File: config.mk
export PLATFORM = sky130hd
export DESIGN_NAME = isotp_receive_reassembly_flat
export DESIGN_NICKNAME = d
export VERILOG_FILES = /design/src/rtl/isotp_pkg.sv /design/src/rtl/isotp_if.sv /design/src/rtl/isotp_rx_core.sv /design/src/rtl/isotp_receive_reassembly.sv /design/src/flat_wrapper.sv
export SDC_FILE = /design/constraint.sdc
export NUM_CORES = 1
export LEC_CHECK = 0
export ABC_AREA = 1
export BUFFER_PORTS_ARGS = -buffer_cell sky130_fd_sc_hd__buf_2
export CORE_UTILIZATION = 40
export CTS_BUF_LIST = sky130_fd_sc_hd__clkbuf_4 sky130_fd_sc_hd__clkbuf_8 sky130_fd_sc_hd__clkbuf_16
export DETAILED_ROUTE_END_ITERATION = 10
export PLACE_DENSITY = 0.72
export SLEW_MARGIN = 25
export SYNTH_ARGS = -nofsm -noshare
export SYNTH_HDL_FRONTEND = slang
export SYNTH_SLANG_ARGS = --single-unit
File: constraint.sdc
create_clock -name clk_i -period 7.2 [get_ports clk_i]
set_clock_uncertainty 0.1 [all_clocks]
set_input_delay 0.36 -clock clk_i [delete_from_list [all_inputs] [get_ports clk_i]]
set_output_delay 0.36 -clock clk_i [all_outputs]
set_load 0.02 [all_outputs]
File: src/rtl/isotp_pkg.sv
// shared types, codes and helpers for the iso-tp receive reassembly block
// no dependencies; used by the interfaces, the core, the top level and the checker
`default_nettype none

package isotp_pkg;

  localparam int unsigned MAX_MESSAGE_DEF = 4095;

  localparam int unsigned ID_W      = 29;
  localparam int unsigned LEN_W     = 12;
  localparam int unsigned CFG_IDX_W = 2;
  localparam int unsigned CFG_W     = 29;

  // configuration register indexes
  localparam logic [CFG_IDX_W-1:0] CFG_RX_ID      = 2'd0;
  localparam logic [CFG_IDX_W-1:0] CFG_TX_ID      = 2'd1;
  localparam logic [CFG_IDX_W-1:0] CFG_BLOCK_SIZE = 2'd2;
  localparam logic [CFG_IDX_W-1:0] CFG_SEP_TIME   = 2'd3;

  // input word kinds
  localparam logic MODE_FRAME  = 1'b0;
  localparam logic MODE_REPORT = 1'b1;

  // pci frame types (upper nibble of byte 0)
  localparam logic [3:0] FT_SINGLE      = 4'h0;
  localparam logic [3:0] FT_FIRST       = 4'h1;
  localparam logic [3:0] FT_CONSECUTIVE = 4'h2;

  // flow status
  localparam logic FS_CONTINUE = 1'b0;
  localparam logic FS_OVFL     = 1'b1;

  // error codes
  localparam logic [1:0] ERR_NONE     = 2'd0;
  localparam logic [1:0] ERR_TOO_LONG = 2'd1;
  localparam logic [1:0] ERR_FC_FAIL  = 2'd2;
  localparam logic [1:0] ERR_SEQUENCE = 2'd3;

  typedef enum logic [1:0] {
    PH_IDLE    = 2'd0,
    PH_SEND_FC = 2'd1,
    PH_WAIT_CF = 2'd2
  } phase_e;

  typedef struct packed {
    logic            mode;
    logic [ID_W-1:0] can_id;
    logic [63:0]     frame_bytes;
    logic [3:0]      frame_length;
    logic            tx_ok;
  } in_word_t;

  typedef struct packed {
    logic             write_valid;
    logic [LEN_W-1:0] write_offset;
    logic [55:0]      write_bytes;
    logic [2:0]       write_count;
    logic             fc_request;
    logic             fc_status;
    logic             message_done;
    logic [LEN_W-1:0] message_length;
    logic [1:0]       error_code;
  } out_word_t;

  typedef struct packed {
    logic [ID_W-1:0] rx_id;
    logic [7:0]      block_size;
  } cfg_t;

  // keep the first count bytes of v, zero the rest
  function automatic logic [55:0] keep_bytes(input logic [55:0] v, input logic [2:0] count);
    logic [55:0] r;
    r = '0;
    for (int i = 0; i < 7; i++) begin
      if (3'(i) < count) begin
        r[8*i +: 8] = v[8*i +: 8];
      end
    end
    return r;
  endfunction

endpackage

`default_nettype wire

File: src/rtl/isotp_if.sv
// valid/ready channel interfaces for input words and result words
// depends on isotp_pkg for the payload structs
`default_nettype none

interface isotp_in_if import isotp_pkg::*; ();
  logic     valid;
  logic     ready;
  in_word_t data;

  modport source (output valid, output data, input ready);
  modport sink (input valid, input data, output ready);
endinterface

interface isotp_out_if import isotp_pkg::*; ();
  logic      valid;
  logic      ready;
  out_word_t data;

  modport source (output valid, output data, input ready);
  modport sink (input valid, input data, output ready);
endinterface

`default_nettype wire

File: src/rtl/isotp_rx_core.sv
// receive state machine and frame decode; one word per enabled cycle
// depends on isotp_pkg
`default_nettype none

module isotp_rx_core import isotp_pkg::*; #(
  parameter int unsigned MaxMessage = MAX_MESSAGE_DEF
) (
  input  wire logic      clk_i,
  input  wire logic      rst_ni,
  input  wire logic      step_i,
  input  wire cfg_t      cfg_i,
  input  wire in_word_t  word_i,
  output      out_word_t result_o
);

  localparam logic [LEN_W-1:0] MaxLen = LEN_W'(MaxMessage);

  phase_e           phase_q, phase_d;
  logic [3:0]       exp_seq_q, exp_seq_d;
  logic [LEN_W-1:0] remain_q, remain_d;
  logic [LEN_W-1:0] total_q, total_d;
  logic [7:0]       blk_cnt_q, blk_cnt_d;
  logic             pend_q, pend_d;

  logic [3:0]       flen, flen_m1, nib, ftype;
  logic             is_frame, is_report;
  logic             sf_hit, ff_hit, ff_ovf, cf_hit, cf_seq_ok;
  logic [LEN_W-1:0] ff_len, cf_remain_after;
  logic [2:0]       cf_avail, cf_count;
  logic [7:0]       blk_next;
  logic             blk_full;

  // shallow decode
  assign flen      = (word_i.frame_length > 4'd8) ? 4'd8 : word_i.frame_length;
  assign flen_m1   = flen - 4'd1;
  assign ftype     = word_i.frame_bytes[7:4];
  assign nib       = word_i.frame_bytes[3:0];
  assign is_report = (word_i.mode == MODE_REPORT) && (phase_q == PH_SEND_FC);
  assign is_frame  = (word_i.mode == MODE_FRAME) && (word_i.can_id == cfg_i.rx_id) &&
                     (word_i.frame_length != 4'd0);

  assign sf_hit = is_frame && (ftype == FT_SINGLE) && (phase_q == PH_IDLE) &&
                  (nib != 4'd0) && (nib <= 4'd7) && (nib <= flen_m1);

  assign ff_len = {nib, word_i.frame_bytes[15:8]};
  assign ff_hit = is_frame && (ftype == FT_FIRST) && (phase_q == PH_IDLE) &&
                  (flen == 4'd8) && (ff_len >= LEN_W'(8));
  assign ff_ovf = ff_len > MaxLen;

  assign cf_hit    = is_frame && (ftype == FT_CONSECUTIVE) && (phase_q == PH_WAIT_CF);
  assign cf_seq_ok = nib == exp_seq_q;
  assign cf_avail  = flen_m1[2:0];
  assign cf_count  = (remain_q < {9'd0, cf_avail}) ? remain_q[2:0] : cf_avail;
  assign cf_remain_after = remain_q - {9'd0, cf_count};
  assign blk_next  = blk_cnt_q + 8'd1;
  assign blk_full  = (cfg_i.block_size != 8'd0) && (blk_next >= cfg_i.block_size);

  // next state
  always_comb begin
    phase_d   = phase_q;
    exp_seq_d = exp_seq_q;
    remain_d  = remain_q;
    total_d   = total_q;
    blk_cnt_d = blk_cnt_q;
    pend_d    = pend_q;
    if (is_report) begin
      if (word_i.tx_ok && (pend_q == FS_CONTINUE)) begin
        phase_d   = PH_WAIT_CF;
        blk_cnt_d = 8'd0;
      end else begin
        phase_d = PH_IDLE;
      end
    end else if (ff_hit) begin
      phase_d = PH_SEND_FC;
      if (ff_ovf) begin
        pend_d = FS_OVFL;
      end else begin
        pend_d    = FS_CONTINUE;
        total_d   = ff_len;
        remain_d  = ff_len - LEN_W'(6);
        exp_seq_d = 4'd1;
        blk_cnt_d = 8'd0;
      end
    end else if (cf_hit) begin
      if (!cf_seq_ok) begin
        remain_d = '0;
        pend_d   = FS_OVFL;
        phase_d  = PH_SEND_FC;
      end else begin
        remain_d = cf_remain_after;
        if (cf_remain_after == '0) begin
          phase_d = PH_IDLE;
        end else begin
          exp_seq_d = exp_seq_q + 4'd1;
          if (cfg_i.block_size != 8'd0) begin
            blk_cnt_d = blk_full ? 8'd0 : blk_next;
            if (blk_full) begin
              pend_d  = FS_CONTINUE;
              phase_d = PH_SEND_FC;
            end
          end
        end
      end
    end
  end

  // result word
  always_comb begin
    result_o = '0;
    if (is_report) begin
      if (!word_i.tx_ok) begin
        result_o.error_code = ERR_FC_FAIL;
      end
    end else if (sf_hit) begin
      result_o.write_valid    = 1'b1;
      result_o.write_bytes    = keep_bytes(word_i.frame_bytes[63:8], nib[2:0]);
      result_o.write_count    = nib[2:0];
      result_o.message_done   = 1'b1;
      result_o.message_length = {8'd0, nib};
    end else if (ff_hit) begin
      result_o.fc_request = 1'b1;
      if (ff_ovf) begin
        result_o.fc_status  = FS_OVFL;
        result_o.error_code = ERR_TOO_LONG;
      end else begin
        result_o.fc_status   = FS_CONTINUE;
        result_o.write_valid = 1'b1;
        result_o.write_bytes = {8'd0, word_i.frame_bytes[63:16]};
        result_o.write_count = 3'd6;
      end
    end else if (cf_hit) begin
      if (!cf_seq_ok) begin
        result_o.fc_request = 1'b1;
        result_o.fc_status  = FS_OVFL;
        result_o.error_code = ERR_SEQUENCE;
      end else begin
        result_o.write_valid  = cf_count != 3'd0;
        result_o.write_offset = total_q - remain_q;
        result_o.write_bytes  = keep_bytes(word_i.frame_bytes[63:8], cf_count);
        result_o.write_count  = cf_count;
        if (cf_remain_after == '0) begin
          result_o.message_done   = 1'b1;
          result_o.message_length = total_q;
        end else if (blk_full) begin
          result_o.fc_request = 1'b1;
          result_o.fc_status  = FS_CONTINUE;
        end
      end
    end
  end

  always_ff @(posedge clk_i or negedge rst_ni) begin
    if (!rst_ni) begin
      phase_q   <= PH_IDLE;
      exp_seq_q <= '0;
      remain_q  <= '0;
      total_q   <= '0;
      blk_cnt_q <= '0;
      pend_q    <= FS_CONTINUE;
    end else if (step_i) begin
      phase_q   <= phase_d;
      exp_seq_q <= exp_seq_d;
      remain_q  <= remain_d;
      total_q   <= total_d;
      blk_cnt_q <= blk_cnt_d;
      pend_q    <= pend_d;
    end
  end

endmodule

`default_nettype wire

File: src/rtl/isotp_receive_reassembly.sv
// iso-tp receive reassembly top level: input register, receive core, result register
// depends on isotp_pkg, isotp_if and isotp_rx_core
//
// usage
//   in_i carries one word per accepted handshake: either a received can frame
//   (mode 0) or the outcome of sending a requested flow control frame (mode 1)
//   out_o returns exactly one result word per input word, in order: a byte
//   write at a message offset, a flow control request, message completion
//   and an error code
//   the config port writes rx_id and block_size; tx_id and sep_time writes are
//   accepted but only matter to the flow control transmitter outside this block
//   write config only while no word is in flight
// timing
//   a word accepted from in_i waits in the input register; decode and state
//   update load the result register when the core steps, which raises out_o.valid
//   and holds the result until out_o.ready takes it
//   throughput is one word per cycle while out_o.ready does not stall; the state
//   update is one pass of decode and 12-bit subtracts, so words follow back to back
// reset
//   rst_ni clears both pipeline valid bits, puts the receiver idle and clears
//   rx_id and block_size
// stalls
//   when out_o.ready is low the result register holds; the input register keeps
//   one word, so in_i.ready drops only once both stages are full
`default_nettype none

module isotp_receive_reassembly import isotp_pkg::*; #(
  parameter int unsigned MaxMessage = MAX_MESSAGE_DEF
) (
  input  wire logic                 clk_i,
  input  wire logic                 rst_ni,
  isotp_in_if.sink                  in_i,
  isotp_out_if.source               out_o,
  input  wire logic                 cfg_we_i,
  input  wire logic [CFG_IDX_W-1:0] cfg_idx_i,
  input  wire logic [CFG_W-1:0]     cfg_data_i
);

  // configuration: only the registers that change results are kept here
  cfg_t cfg_q;

  always_ff @(posedge clk_i or negedge rst_ni) begin
    if (!rst_ni) begin
      cfg_q <= '0;
    end else if (cfg_we_i) begin
      unique case (cfg_idx_i)
        CFG_RX_ID:      cfg_q.rx_id      <= cfg_data_i[ID_W-1:0];
        CFG_BLOCK_SIZE: cfg_q.block_size <= cfg_data_i[7:0];
        CFG_TX_ID, CFG_SEP_TIME: begin
          // used by the flow control transmitter, nothing to hold here
        end
        default: begin
        end
      endcase
    end
  end

  // input register
  logic     in_valid_q;
  in_word_t in_q;
  // result register
  logic      out_valid_q;
  out_word_t out_q;
  out_word_t result;

  logic step;

  // the core advances whenever a word waits and the result slot is free or draining
  assign step       = in_valid_q && (!out_valid_q || out_o.ready);
  assign in_i.ready = !in_valid_q || step;

  always_ff @(posedge clk_i or negedge rst_ni) begin
    if (!rst_ni) begin
      in_valid_q <= 1'b0;
    end else if (in_i.ready) begin
      in_valid_q <= in_i.valid;
    end
  end

  always_ff @(posedge clk_i) begin
    if (in_i.ready && in_i.valid) begin
      in_q <= in_i.data;
    end
  end

  isotp_rx_core #(
    .MaxMessage (MaxMessage)
  ) u_core (
    .clk_i    (clk_i),
    .rst_ni   (rst_ni),
    .step_i   (step),
    .cfg_i    (cfg_q),
    .word_i   (in_q),
    .result_o (result)
  );

  always_ff @(posedge clk_i or negedge rst_ni) begin
    if (!rst_ni) begin
      out_valid_q <= 1'b0;
    end else if (step) begin
      out_valid_q <= 1'b1;
    end else if (out_o.ready) begin
      out_valid_q <= 1'b0;
    end
  end

  always_ff @(posedge clk_i) begin
    if (step) begin
      out_q <= result;
    end
  end

  assign out_o.valid = out_valid_q;
  assign out_o.data  = out_q;

endmodule

`default_nettype wire

File: src/flat_wrapper.sv
// flat-port wrapper written by rule: the top's interface ports become plain ports
module isotp_receive_reassembly_flat import isotp_pkg::*;
#(
  parameter int unsigned MaxMessage = MAX_MESSAGE_DEF
)
  (clk_i, rst_ni, cfg_we_i, cfg_idx_i, cfg_data_i, in_i_valid, in_i_data, in_i_ready, out_o_valid, out_o_data, out_o_ready);
  isotp_in_if in_i_i ();
  isotp_out_if out_o_i ();
  input  wire logic clk_i;
  input  wire logic rst_ni;
  input  wire logic cfg_we_i;
  input  wire logic [CFG_IDX_W-1:0] cfg_idx_i;
  input  wire logic [CFG_W-1:0] cfg_data_i;
  input wire logic [$bits(in_i_i.valid)-1:0] in_i_valid;
  input wire logic [$bits(in_i_i.data)-1:0] in_i_data;
  output wire logic [$bits(in_i_i.ready)-1:0] in_i_ready;
  output wire logic [$bits(out_o_i.valid)-1:0] out_o_valid;
  output wire logic [$bits(out_o_i.data)-1:0] out_o_data;
  input wire logic [$bits(out_o_i.ready)-1:0] out_o_ready;
  assign in_i_i.valid = in_i_valid;
  assign in_i_i.data = in_i_data;
  assign in_i_ready = in_i_i.ready;
  assign out_o_valid = out_o_i.valid;
  assign out_o_data = out_o_i.data;
  assign out_o_i.ready = out_o_ready;
  isotp_receive_reassembly #(.MaxMessage(MaxMessage)) u_core (.clk_i(clk_i), .rst_ni(rst_ni), .in_i(in_i_i), .out_o(out_o_i), .cfg_we_i(cfg_we_i), .cfg_idx_i(cfg_idx_i), .cfg_data_i(cfg_data_i));
endmodule
# [Word level (Yosys, flattened, before mapping)]
# Cells that the tools add are included.
[totals] ram_bits=0 output_inout_bits=91 n_memories=0 inputBits=135 ff_bits=266 latch_bits=0 romBits=0
[classes] muxes=72 add_sub_neg=6 bitwise=7 div_mod_pow=0 n_lt_le_gt_ge=21 n_reduce_logical=47 multipliers=0 shifts=0 eq_ne=18
[op_table] op="two-way mux 8 bit" count=23
[op_table] op="two-way mux 89 bit" count=1
[op_table] op="two-way mux 72 bit" count=1
[op_table] op="two-way mux 61 bit" count=1
[op_table] op="two-way mux 59 bit" count=1
[op_table] op="two-way mux 13 bit" count=4
[op_table] op="two-way mux 51 bit" count=1
[op_table] op="two-way mux 12 bit" count=4
[op_table] op="two-way mux 2 bit" count=16
[op_table] op="== test 29 bit" count=1
[op_table] op="two-way mux 4 bit" count=6
[op_table] op="logical AND 1 bit" count=18
[op_table] op="less-than comparator 3 bit (first input constant)" count=6
[op_table] op="two-way mux 1 bit" count=13
[op_table] op="greater-or-equal comparator 12 x 4 -> 1 bit (second input constant)" count=1
[op_table] op="greater-than comparator 12 bit (second input constant)" count=1
[op_table] op="zero test 12 bit" count=1
[op_table] op="less-than comparator 1 x 3 -> 1 bit (first input constant)" count=4
[op_table] op="less-than comparator 12 x 3 -> 1 bit" count=1
[op_table] op="less-than comparator 2 x 3 -> 1 bit (first input constant)" count=4
[op_table] op="AND reduction 4 bit" count=3
[op_table] op="AND reduction 6 bit" count=2
[op_table] op="nonzero test 3 bit" count=4
[op_table] op="subtractor 12 bit" count=1
[op_table] op="34 further kinds" count=53

# [Logic depth before layout (Yosys ltp)]
# Gate-level depths: netlist of run 1.
[logic_depth] depth_word=13 depth_mapped=31 ltp_nobuf=31

# [Cells and area by module]
# A second synthesis of run 1 with hierarchy kept.
[hier_totals] hier_cells=1395 area_unflattened_um2=13334.0
[modules_own_cells] module="isotp_receive_reassembly" area_per_inst_um2=7236.9 cells_per_inst=362 n_inst=1
[modules_own_cells] module="isotp_rx_core" area_per_inst_um2=6097.1 cells_per_inst=1033 n_inst=1

# [Least setup slack after synthesis of run 1]
# No wires, ideal clock.
[synth_path] path_type="register to register" start="register u_core.out_valid_q (netlist: u_core.out_o.valid)" end="register u_core.u_core.total_q[3]" stages_incl_launch_ff=7 slack_ps=3663 t_arrival_ps=3310 required_ps=6972 setup_ps=128 cell_sequence="dfrtp_1 > nand2_1 > nand2_1 > inv_1 > nand3_1 > buf_2 > mux2_1"
[synth_between] elab_chain_cells=4
[synth_rtl] element="start, declared" line="isotp_receive_reassembly.sv:62" rtl="logic out_valid_q;"
[synth_rtl] element="start signal, assigned" line="isotp_receive_reassembly.sv:99" rtl="out_valid_q <= 1'b0;"
[synth_rtl] element="start signal, assigned" line="isotp_receive_reassembly.sv:101" rtl="out_valid_q <= 1'b1;"
[synth_rtl] element="start signal, assigned" line="isotp_receive_reassembly.sv:103" rtl="out_valid_q <= 1'b0;"
[synth_rtl] element="zero test 1 bit" line="isotp_receive_reassembly.sv:69" rtl="assign step = in_valid_q && (!out_valid_q || out_o.ready);"
[synth_rtl] element="logical OR 1 bit" line="isotp_receive_reassembly.sv:69"
[synth_rtl] element="logical AND 1 bit" line="isotp_receive_reassembly.sv:69"
[synth_rtl] element="net u_core.step" line="isotp_receive_reassembly.sv:66" rtl="logic step;"
[synth_rtl] element="AND reduction 4 bit (no line)"
[synth_rtl] element="end signal, assigned" line="isotp_rx_core.sv:164" rtl="total_q <= total_d;"
[synth_rtl] element="end, declared" line="isotp_rx_core.sv:21" rtl="logic [LEN_W-1:0] total_q, total_d;"
# The timed path passes the listed nets, and every way through them passes these cells.
# A chain may end at the register's enable or synchronous reset.

# [Worst setup path in the final report of run 1]
[layout_path] start="register u_core.in_q[4] (netlist name)" end="register u_core.out_q, in the netlist u_core.out_o.data[2] (data pin)"
[layout_between] elab_chain_cells=12
[layout_rtl] element="start, declared" line="isotp_receive_reassembly.sv:60" rtl="in_word_t in_q;"
[layout_rtl] element="start signal, assigned" line="isotp_receive_reassembly.sv:82" rtl="in_q <= in_i.data;"
[layout_rtl] element="greater-than comparator 4 bit" line="isotp_rx_core.sv:34" rtl="assign flen = (word_i.frame_length > 4'd8) ? 4'd8 : word_i.frame_length;"
[layout_rtl] element="two-way mux 4 bit" line="isotp_rx_core.sv:34"
[layout_rtl] element="subtractor 4 x 1 -> 4 bit" line="isotp_rx_core.sv:35" rtl="assign flen_m1 = flen - 4'd1;"
[layout_rtl] element="less-than comparator 12 x 3 -> 1 bit" line="isotp_rx_core.sv:53" rtl="assign cf_count = (remain_q < {9'd0, cf_avail}) ? remain_q[2:0] : cf_avail;"
[layout_rtl] element="two-way mux 3 bit" line="isotp_rx_core.sv:53"
[layout_rtl] element="subtractor 12 x 3 -> 12 bit" line="isotp_rx_core.sv:54" rtl="assign cf_remain_after = remain_q - {9'd0, cf_count};"
[layout_rtl] element="zero test 12 bit" line="isotp_rx_core.sv:141" rtl="if (cf_remain_after == '0) begin"
[layout_rtl] element="two-way mux 13 bit" line="isotp_rx_core.sv:141"
[layout_rtl] element="two-way mux 13 bit" line="isotp_rx_core.sv:132" rtl="if (!cf_seq_ok) begin"
[layout_rtl] element="two-way mux 89 bit" line="isotp_rx_core.sv:131" rtl="end else if (cf_hit) begin"
[layout_rtl] element="two-way mux 13 bit" line="isotp_rx_core.sv:120" rtl="end else if (ff_hit) begin"
[layout_rtl] element="two-way mux 13 bit (*)" line="isotp_rx_core.sv:114" rtl="end else if (sf_hit) begin"
[layout_rtl] element="end signal, assigned" line="isotp_receive_reassembly.sv:109" rtl="out_q <= result;"
[layout_rtl] element="end, declared" line="isotp_receive_reassembly.sv:63" rtl="out_word_t out_q;"
# Mark *: on every way between the ends. The rest lies on a longest branch, timed or not.

==> impl_results.md, run 1 <==
- Num rows: 65
- GPL Wtd Cong: 0.925
- I/O pins: 226
- CTS resizes: 0
- Antenna-violating nets left: 0
- Final global-route overflow total: 0
- Period minus WS final: 4.02 ns
- Hold-fix buffers, CTS: 127
- Clock Tree Root: clkbuf_16
- Crit path max fanout: 13
- Area Growth Syn to Fin: 29.8%
- Via count: 11.2k
- Pwr/cell area: 236 mW/mm²
- Final max-slew violation count: 0
- Sinks on the clock net: ~270
- Final wirelength: 36.7 mm
- Share of layout cells above drive strength 1: 21.2%
- CTS tree: built
- Clk_lat worst skew: approximately 0.56 ns
- GRT Total Usage: a little over a fifth
- CP startpoint kind: register
- DP HPWL: 25.4 mm
- Worst vdd ir: 194 µV
- Cell count after synthesis: 1367
- Outcome: complete, no violations
- Sequential area share after synthesis: 57.6%
- Placed insts: 2000
- Fin crit share: 55.9%
- Syn Area/Cell: 9.61 µm²
- Synth cell count leaders: 273 x nand2_1, 187 x edfxtp_1, 182 x inv_1
- Core Box Area: 0.0320 mm²
- Mapped cell area: 0.0131 mm²
- Most common cell in the netlist: nand2_1
- Pre-Repair DR Iteration Count: 5
- Post-route cell area: between 0.015 and 0.02 mm²
- First-pass GRT wire length: 58.0 mm
- Clock slew at the register clock pins of the worst setup and hold paths: 0.06 ns
- CTS buffer count: 30
- Post-synth top area cell: edfxtp_1
- Filler cells: 2753
- Post-synth EDFFs: 187
- Initial antenna violation count: 2
- Worst Tran Pin Value: about 1.0 ns
- Worst Hold Class: in2reg
- Largest cells by area after synthesis: edfxtp_1 43%, dfrtp_1 15%, nand2_1 7.8%, inv_1 5.2%, nand3_1 3.3%
- Worst rel slew slack: 31.6%
- Worst hold slack: 0.0145 ns
- Critical Setup Path Class: reg2reg
- Clock buffer depth: 3
- Flops & latches, synth: 265
- Input/output buffers: 225
- Post-synth ARST share: 29.4%
- CP arrival: between 4 and 5 ns
- Post-route setup slack: 3.18 ns
- RSZ-0062 raised after global routing: false
- H-tree Lvls: 1
- Post-CTS Setup Repair Bufs: 0
- Die W: 183 µm
- Fin. Hold Viols: 0
- Vias/cell: 5.11
- Die height: about 180 µm
- Die Area: 0.0336 mm²
- Power Total: 4.02 mW
- Initial cell density of the core: 41.1%
- # nets final: approximately 1.9k
- Ys flop type: edfxtp_1
- Critical Path Sink Type: register
- P_leak: 7.72 nW
- Top cell type's share of synthesized area: 42.7%
- Req. time, crit path: 7.50 ns
- Largest net degree at the start of global routing: 79
- Ys Warns: 0
- WL/cell: between 15 and 20 µm
- Dpl cell area: 0.0147 mm²
- Final Setup Violations: 0
- Fmax: 249 MHz
- Place WS: about 3.2 ns
- Mapped Nets: 1531
- Setup TNS: 0 ns
- Post-route DRC violation count: 0
- Yosys cell types: between 50 and 60
- Non-filler cells, final: 2187
- Max Cap Violations: 0
- Starting DRT DRC Count: 997
- Util after Layout: 53.3%
- Vias in the first global route: 11.0k
==> layer usage <==
| layer | vias to the layer above | GRT usage [%] | part of all wire (%) |
|---|---|---|---|
| met5 | - | 0 | 0 |
| met4 | 0 | 7.27 | 3.0 |
| met3 | 80 | 3.18 | 6.3 |
| met2 | 481 | 37.2 | 49 |
| met1 | 5267 | 28.5 | 42 |
| li1 | 5337 | - | - |
==> registers in the layout, indices dropped and copies added (netlist names), 2 cells and up <==
name	count
u_core.u_core.total_q	12
u_core.u_core.blk_cnt_q	8
u_core.cfg_q	37
u_core.u_core.remain_q	12
u_core.in_q	99
u_core.u_core.phase_q	2
u_core.out_o.data	88
u_core.u_core.exp_seq_q	4
==> placed cells by master (no fill, tap or decap), types with 15 or more instances in the layout <==
cell type,count
a21oi_1,62
a31oi_1,15
buf_2,224
clkbuf_16,31
dfrtp_1,78
dlygate4sd3_1,127
edfxtp_1,187
ha_1,28
inv_1,180
nand2_1,273
nand2_2,20
nand3_1,87
nand4_1,25
nor2_1,112
nor3_1,28
o21ai_0,79
xor2_1,18
==> path summary, 6_finish.rpt <==
check,start,end,slack [ns],cells past startpoint
min in group asynchronous,rst_ni,u_core.out_o.valid,0.32,2
max in group asynchronous,rst_ni,u_core.u_core.total_q[0],6.17,2
hold / removal,cfg_data_i[0],u_core.cfg_q[0],0.01,3
setup / recovery,u_core.in_q[4],u_core.out_o.data[2],3.18,25
setup reg to reg,u_core.in_q[4],u_core.out_o.data[2],3.18,25
hold reg to reg,u_core.u_core.pend_q,u_core.u_core.pend_q,0.38,2
==> critical path, cell delays in order (launching register included) <==
cell and delay (ns):
edfxtp_1 0.42, inv_2 0.13, nand2_1 0.16, ha_1 0.40
inv_1 0.08, nand2_1 0.07, nand2_1 0.07, nand2_1 0.06
nand2_1 0.05, nand2_1 0.12, nand2_4 0.11, o21ai_2 0.30
ha_1 0.21, inv_1 0.07, ha_1 0.29, nor2_1 0.15
inv_1 0.05, nor2_1 0.11, nand3_1 0.07, nor2_1 0.08
nand3_1 0.08, nor2_2 0.09, nand2_2 0.10, inv_2 0.10
nand2_2 0.21, o22ai_1 0.20
==> power by group <==
part	total, mW	switching, mW	internal, mW	leakage [nW]
sequential	1.87	0.0714	1.79	2.77
combinational	0.546	0.350	0.196	4.43
clock	1.61	0.618	0.991	0.519
==> layout make-up <==
cell class	instances	area [µm²]	area share, %
flip-flops and latches	265	7570	44.4
multi-input cells	878	4710	27.6
repair buffers	358	2450	14.4
clock buffers	37	827	4.85
inverters	191	723	4.24
well taps	435	544	3.19
clock inverters	19	223	1.31
diodes	4	10.0	0.0587
==> kinds of logic after synthesis <==
kind of cell             after synthesis  share of synthesized area [%]
AO/OA/AOI/OAI                        196                           8.35
multiplexers                           9                          0.771
flip-flops                           265                           57.6
adder cells (fa/ha/maj)               29                           2.82
buffers and inverters                224                           6.61
XOR/XNOR                              26                           1.73
AND/OR/NAND/NOR                      618                           22.1
(Power assumes the default switching activity.)
==> run 2: changes to the inputs <==
--- a/config.mk
+++ b/config.mk
@@ -5,12 +5,12 @@
 export SDC_FILE = /design/constraint.sdc
 export NUM_CORES = 1
 export LEC_CHECK = 0
-export ABC_AREA = 1
+export ABC_AREA = 0
 export BUFFER_PORTS_ARGS = -buffer_cell sky130_fd_sc_hd__buf_2
 export CORE_UTILIZATION = 40
 export CTS_BUF_LIST = sky130_fd_sc_hd__clkbuf_4 sky130_fd_sc_hd__clkbuf_8 sky130_fd_sc_hd__clkbuf_16
 export DETAILED_ROUTE_END_ITERATION = 10
-export PLACE_DENSITY = 0.72
+export PLACE_DENSITY = 0.75
 export SLEW_MARGIN = 25
 export SYNTH_ARGS = -nofsm -noshare
 export SYNTH_HDL_FRONTEND = slang
==> constraint.sdc (replaced) <==
create_clock -name clk_i -period 3.4 [get_ports clk_i]
set_clock_uncertainty 0.1 [all_clocks]
set_input_delay 0.17 -clock clk_i [delete_from_list [all_inputs] [get_ports clk_i]]
set_output_delay 0.17 -clock clk_i [all_outputs]
set_load 0.02 [all_outputs]
==> run 2 against run 1 <==
Compared with the run above: the flow now finishes with violations (negative setup slack); flip-flop and latch count did not move; worst hold slack improved by 0.14 ns; critical path depth is 3 lower; synthesized cell count decreased by 37%; first-iteration DRC count decreased by 34%; critical endpoint is now u_core.out_o.data[14]; largest power group unchanged; highest routed layer unchanged.
==> impl_results.md, run 2 <==
- Outcome: complete, but fails checks (was complete, no violations)
- Failing checks: negative setup slack
- Worst R2R Start: u_core.in_q[4] (unchanged)
- Clock buffer depth: 3 (unchanged)
- I/O pins: 226 (unchanged)
- DP HPWL: 20.6 mm (was 25.4 mm)
- Area Growth Syn to Fin: 40.8% (was 29.8%)
- Die W: 173 µm (was 183 µm)
- Filler cells: 2223 (was 2753)
- CP startpoint: u_core.in_q[4] (unchanged)
- GRT Total Usage: 20.9% (was 21.8%)
- Setup TNS: -21.76 ns (was 0 ns)
- Mapped Nets: 1028 (was 1531)
- Most common cell in the netlist: edfxtp_1 (was nand2_1)
- First-pass GRT wire length: 49.3 mm (was 58.0 mm)
- Syn Area/Cell: 13.6 µm² (was 9.61 µm²)
- Largest cells by area after synthesis: edfxtp_1 48%, dfrtp_1 17%, mux2_2 4.6%, a22o_1 3.4%, ha_1 3.0% (was edfxtp_1 43%, dfrtp_1 15%, nand2_1 7.8%, inv_1 5.2%, nand3_1 3.3%)
- CP startpoint kind: register (unchanged)
- Power Total: 7.68 mW (was 4.02 mW)
- CP arrival: 4.33 ns (was 4.32 ns)
- Crit path max fanout: 6 (was 13)
- Antenna-violating nets left: 0 (unchanged)
- CTS buffer count: 27 (was 30)
- Synth cell count leaders: 187 x edfxtp_1, 78 x dfrtp_1, 49 x nor2_1 (was 273 x nand2_1, 187 x edfxtp_1, 182 x inv_1)
- Largest net degree at the start of global routing: 80 (was 79)
- Post-route cell area: 0.0165 mm² (was 0.0171 mm²)
- Biggest register: u_core.in_q (unchanged)
- Most frequent cells in the layout: 225 x buf_2, 187 x edfxtp_1, 132 x dlygate4sd3_1 (was 273 x nand2_1, 224 x buf_2, 187 x edfxtp_1)
- Worst path cell trace: nor2b_2 > inv_2 > ha_4 > buf_4 > xor2_4 > o22ai_4 > nor3_4 > o21ai_2 > inv_1 > ha_2 > inv_2 > ha_4 > inv_4 > o221ai_4 > o31ai_4 > a2111oi_2 > a311o_1 > o2111ai_4 > buf_4 > nor2_4 > buf_6 > or2_2
- Commonest non-fill, non-tap cell in the layout: buf_2 (was nand2_1)
- Fmax: 240 MHz (was 249 MHz)
- Vias in the first global route: 9125 (was 11.0k)
- Share of layout cells above drive strength 1: 35.9% (was 21.2%)
- Worst vdd ir: 482 µV (was 194 µV)
- Ys flop type: edfxtp_1 (unchanged)
- Critical Setup Path Class: reg2reg (unchanged)
- Clk_lat worst skew: 0.53 ns (was 0.56 ns)
- Initial cell density of the core: 40.7% (was 41.1%)
- Fin. Hold Viols: 0 (unchanged)
- Clock Tree Root: clkbuf_16 (unchanged)
- Worst reg2reg path depth: 22 (was 25)
- Fin crit share: 123% (was 55.9%)
- Max incr delay on CP: 0.45 ns (was 0.42 ns)
- Top cell type's share of synthesized area: 47.9% (was 42.7%)
- Dpl cell area: 0.0138 mm² (was 0.0147 mm²)
- Req. time, crit path: 3.57 ns (was 7.50 ns)
- Worst reg2reg setup slack: -0.77 ns (was 3.18 ns)
- Mapped cell area: 0.0117 mm² (was 0.0131 mm²)
- H-tree Lvls: 1 (unchanged)
- Post-synth EDFFs: 187 (unchanged)
- Sequential area share after synthesis: 64.6% (was 57.6%)
- Max Cap Violations: 0 (unchanged)
- Vias/cell: 5.22 (was 5.11)
- Final wirelength: 32.3 mm (was 36.7 mm)
- Worst rel slew slack: 30.9% (was 31.6%)
- Yosys cell types: 69 (was 54)
- Post-synth ARST share: 29.4% (unchanged)
- Max reg flops: 99 (unchanged)
- WL/cell: 18.9 µm (was 16.8 µm)
- CTS tree: built (unchanged)
- Post-route DRC violation count: 0 (unchanged)
- Critical-path top delay cell: edfxtp_1 (unchanged)
- Reg2Reg Capture Point: u_core.out_o.data[14] (was u_core.out_o.data[2])
- Pwr/cell area: 465 mW/mm² (was 236 mW/mm²)
- Cell count after synthesis: 864 (was 1367)
- # nets final: 1469 (was 1888)
- Final global-route overflow total: 0 (unchanged)
- Worst Hold Class: in2async (was in2reg)
- Die height: 173 µm (was 183 µm)
- Post-synth top area cell: edfxtp_1 (unchanged)
- Post-route setup slack: -0.766 ns (was 3.18 ns)
- Ys Warns: 0 (unchanged)
- Starting DRT DRC Count: 659 (was 997)
- Via count: 8929 (was 11.2k)
- GPL Wtd Cong: 0.879 (was 0.925)
- Initial antenna violation count: 3 (was 2)
- RSZ-0062 raised after global routing: true (was false)
- Period minus WS final: 4.17 ns (was 4.02 ns)
- Clock slew at the register clock pins of the worst setup and hold paths: 0.06 ns (about the same)
- Final max-slew violation count: 0 (unchanged)
- Flops & latches, synth: 265 (unchanged)
- Worst Tran Pin Value: 1.04 ns (was 1.02 ns)
- Core Box Area: 0.0288 mm² (was 0.0320 mm²)
- P_leak: 6.98 nW (was 7.72 nW)
- Critical Path Sink Type: register (unchanged)
- Input/output buffers: 225 (unchanged)
- Num rows: 62 (was 65)
- Sinks on the clock net: 265 (unchanged)
- Final Setup Violations: 34 (was 0)
- Die Area: 0.0300 mm² (was 0.0336 mm²)
- Pre-Repair DR Iteration Count: 5 (unchanged)
## run 2: cell count changes after synthesis, sizes merged, moves of 40 or more
| cell | before | now |
|---|---|---|
| mux2 | 9 | 49 |
| nand3 | 91 | 9 |
| nor2 | 133 | 49 |
| inv | 190 | 40 |
| a22o | 0 | 46 |
| nand2 | 299 | 38 |
## run 2: power breakdown
group | internal (mW) | total, mW | leakage (nW) | switching, mW
Combinational | 0.461 | 0.947 | 3.76 | 0.485
Sequential | 3.72 | 3.87 | 2.81 | 0.146
Clock | 1.63 | 2.86 | 0.414 | 1.24
## run 2: worst max path at each step
stage,endpoint,cells past startpoint
after global placement,u_core.u_core.blk_cnt_q[0],22
final,u_core.out_o.data[14],22
after global routing,u_core.u_core.blk_cnt_q[0],24
after detailed placement,u_core.u_core.blk_cnt_q[0],23
after CTS,u_core.u_core.blk_cnt_q[0],23
after floorplan,u_core.u_core.blk_cnt_q[0],19
## run 2: cell families after synthesis
kind of cell | count (synthesis) | synth area share [%]
adder cells (fa/ha/maj) | 30 | 3.25
AND/OR/NAND/NOR | 216 | 10.0
flip-flops | 265 | 64.6
XOR/XNOR | 57 | 4.26
buffers and inverters | 70 | 2.40
multiplexers | 51 | 4.91
AO/OA/AOI/OAI | 175 | 10.6
## run 2: what timing repair did
item / in CTS / in global routing
cloned: 1 / 0
resized for setup: 39 / 51
endpoints found under the hold margin: 216 / 0
endpoints found under the setup margin: 72 / 112
pin swaps: 14 / 24
buffers inserted: 8 / 7
hold buffers: 132 / 0
## run 2: metal layers
layer / part of all wire [%] / global-route usage [%]
met1: 38 / 25.4
met2: 52 / 37.5
met3: 6.6 / 3.19
met4: 3.2 / 7.63
met5: 0 / 0
## run 2: critical path, delay by kind of cell, from the launching register on
| family | cells | cell delay, ns |
|---|---|---|
| flops | 1 | 0.45 |
| buf+inv | 7 | 0.71 |
| xor+xnor | 1 | 0.25 |
| fa+ha+maj | 3 | 0.49 |
| simple gates | 4 | 0.70 |
| compound gates | 7 | 1.18 |
## run 2: final cells by class
| cell class | count | area (µm²) | area share [%] |
|---|---|---|---|
| clock buffers | 33 | 739 | 4.48 |
| inverters | 41 | 160 | 0.971 |
| well taps | 384 | 480 | 2.91 |
| clock inverters | 16 | 120 | 0.728 |
| flip-flops and latches | 265 | 7570 | 45.9 |
| diodes | 3 | 7.51 | 0.0455 |
| repair buffers | 441 | 3140 | 19.0 |
| multi-input cells | 529 | 4280 | 25.9 |
## run 2: stage by stage
step,hold WS (ns),setup slack [ns],cells,util (%)
5_1_grt,0.224,-0.993,1712,57.3
3_3_place_gp,0.247,-0.779,1513,48.0
6_report,0.150,-0.766,1712,57.3
3_5_place_dp,0.248,-0.927,1513,48.0
2_1_floorplan,-0.226,-0.824,864,-
4_1_cts,0.201,-0.721,1703,56.5
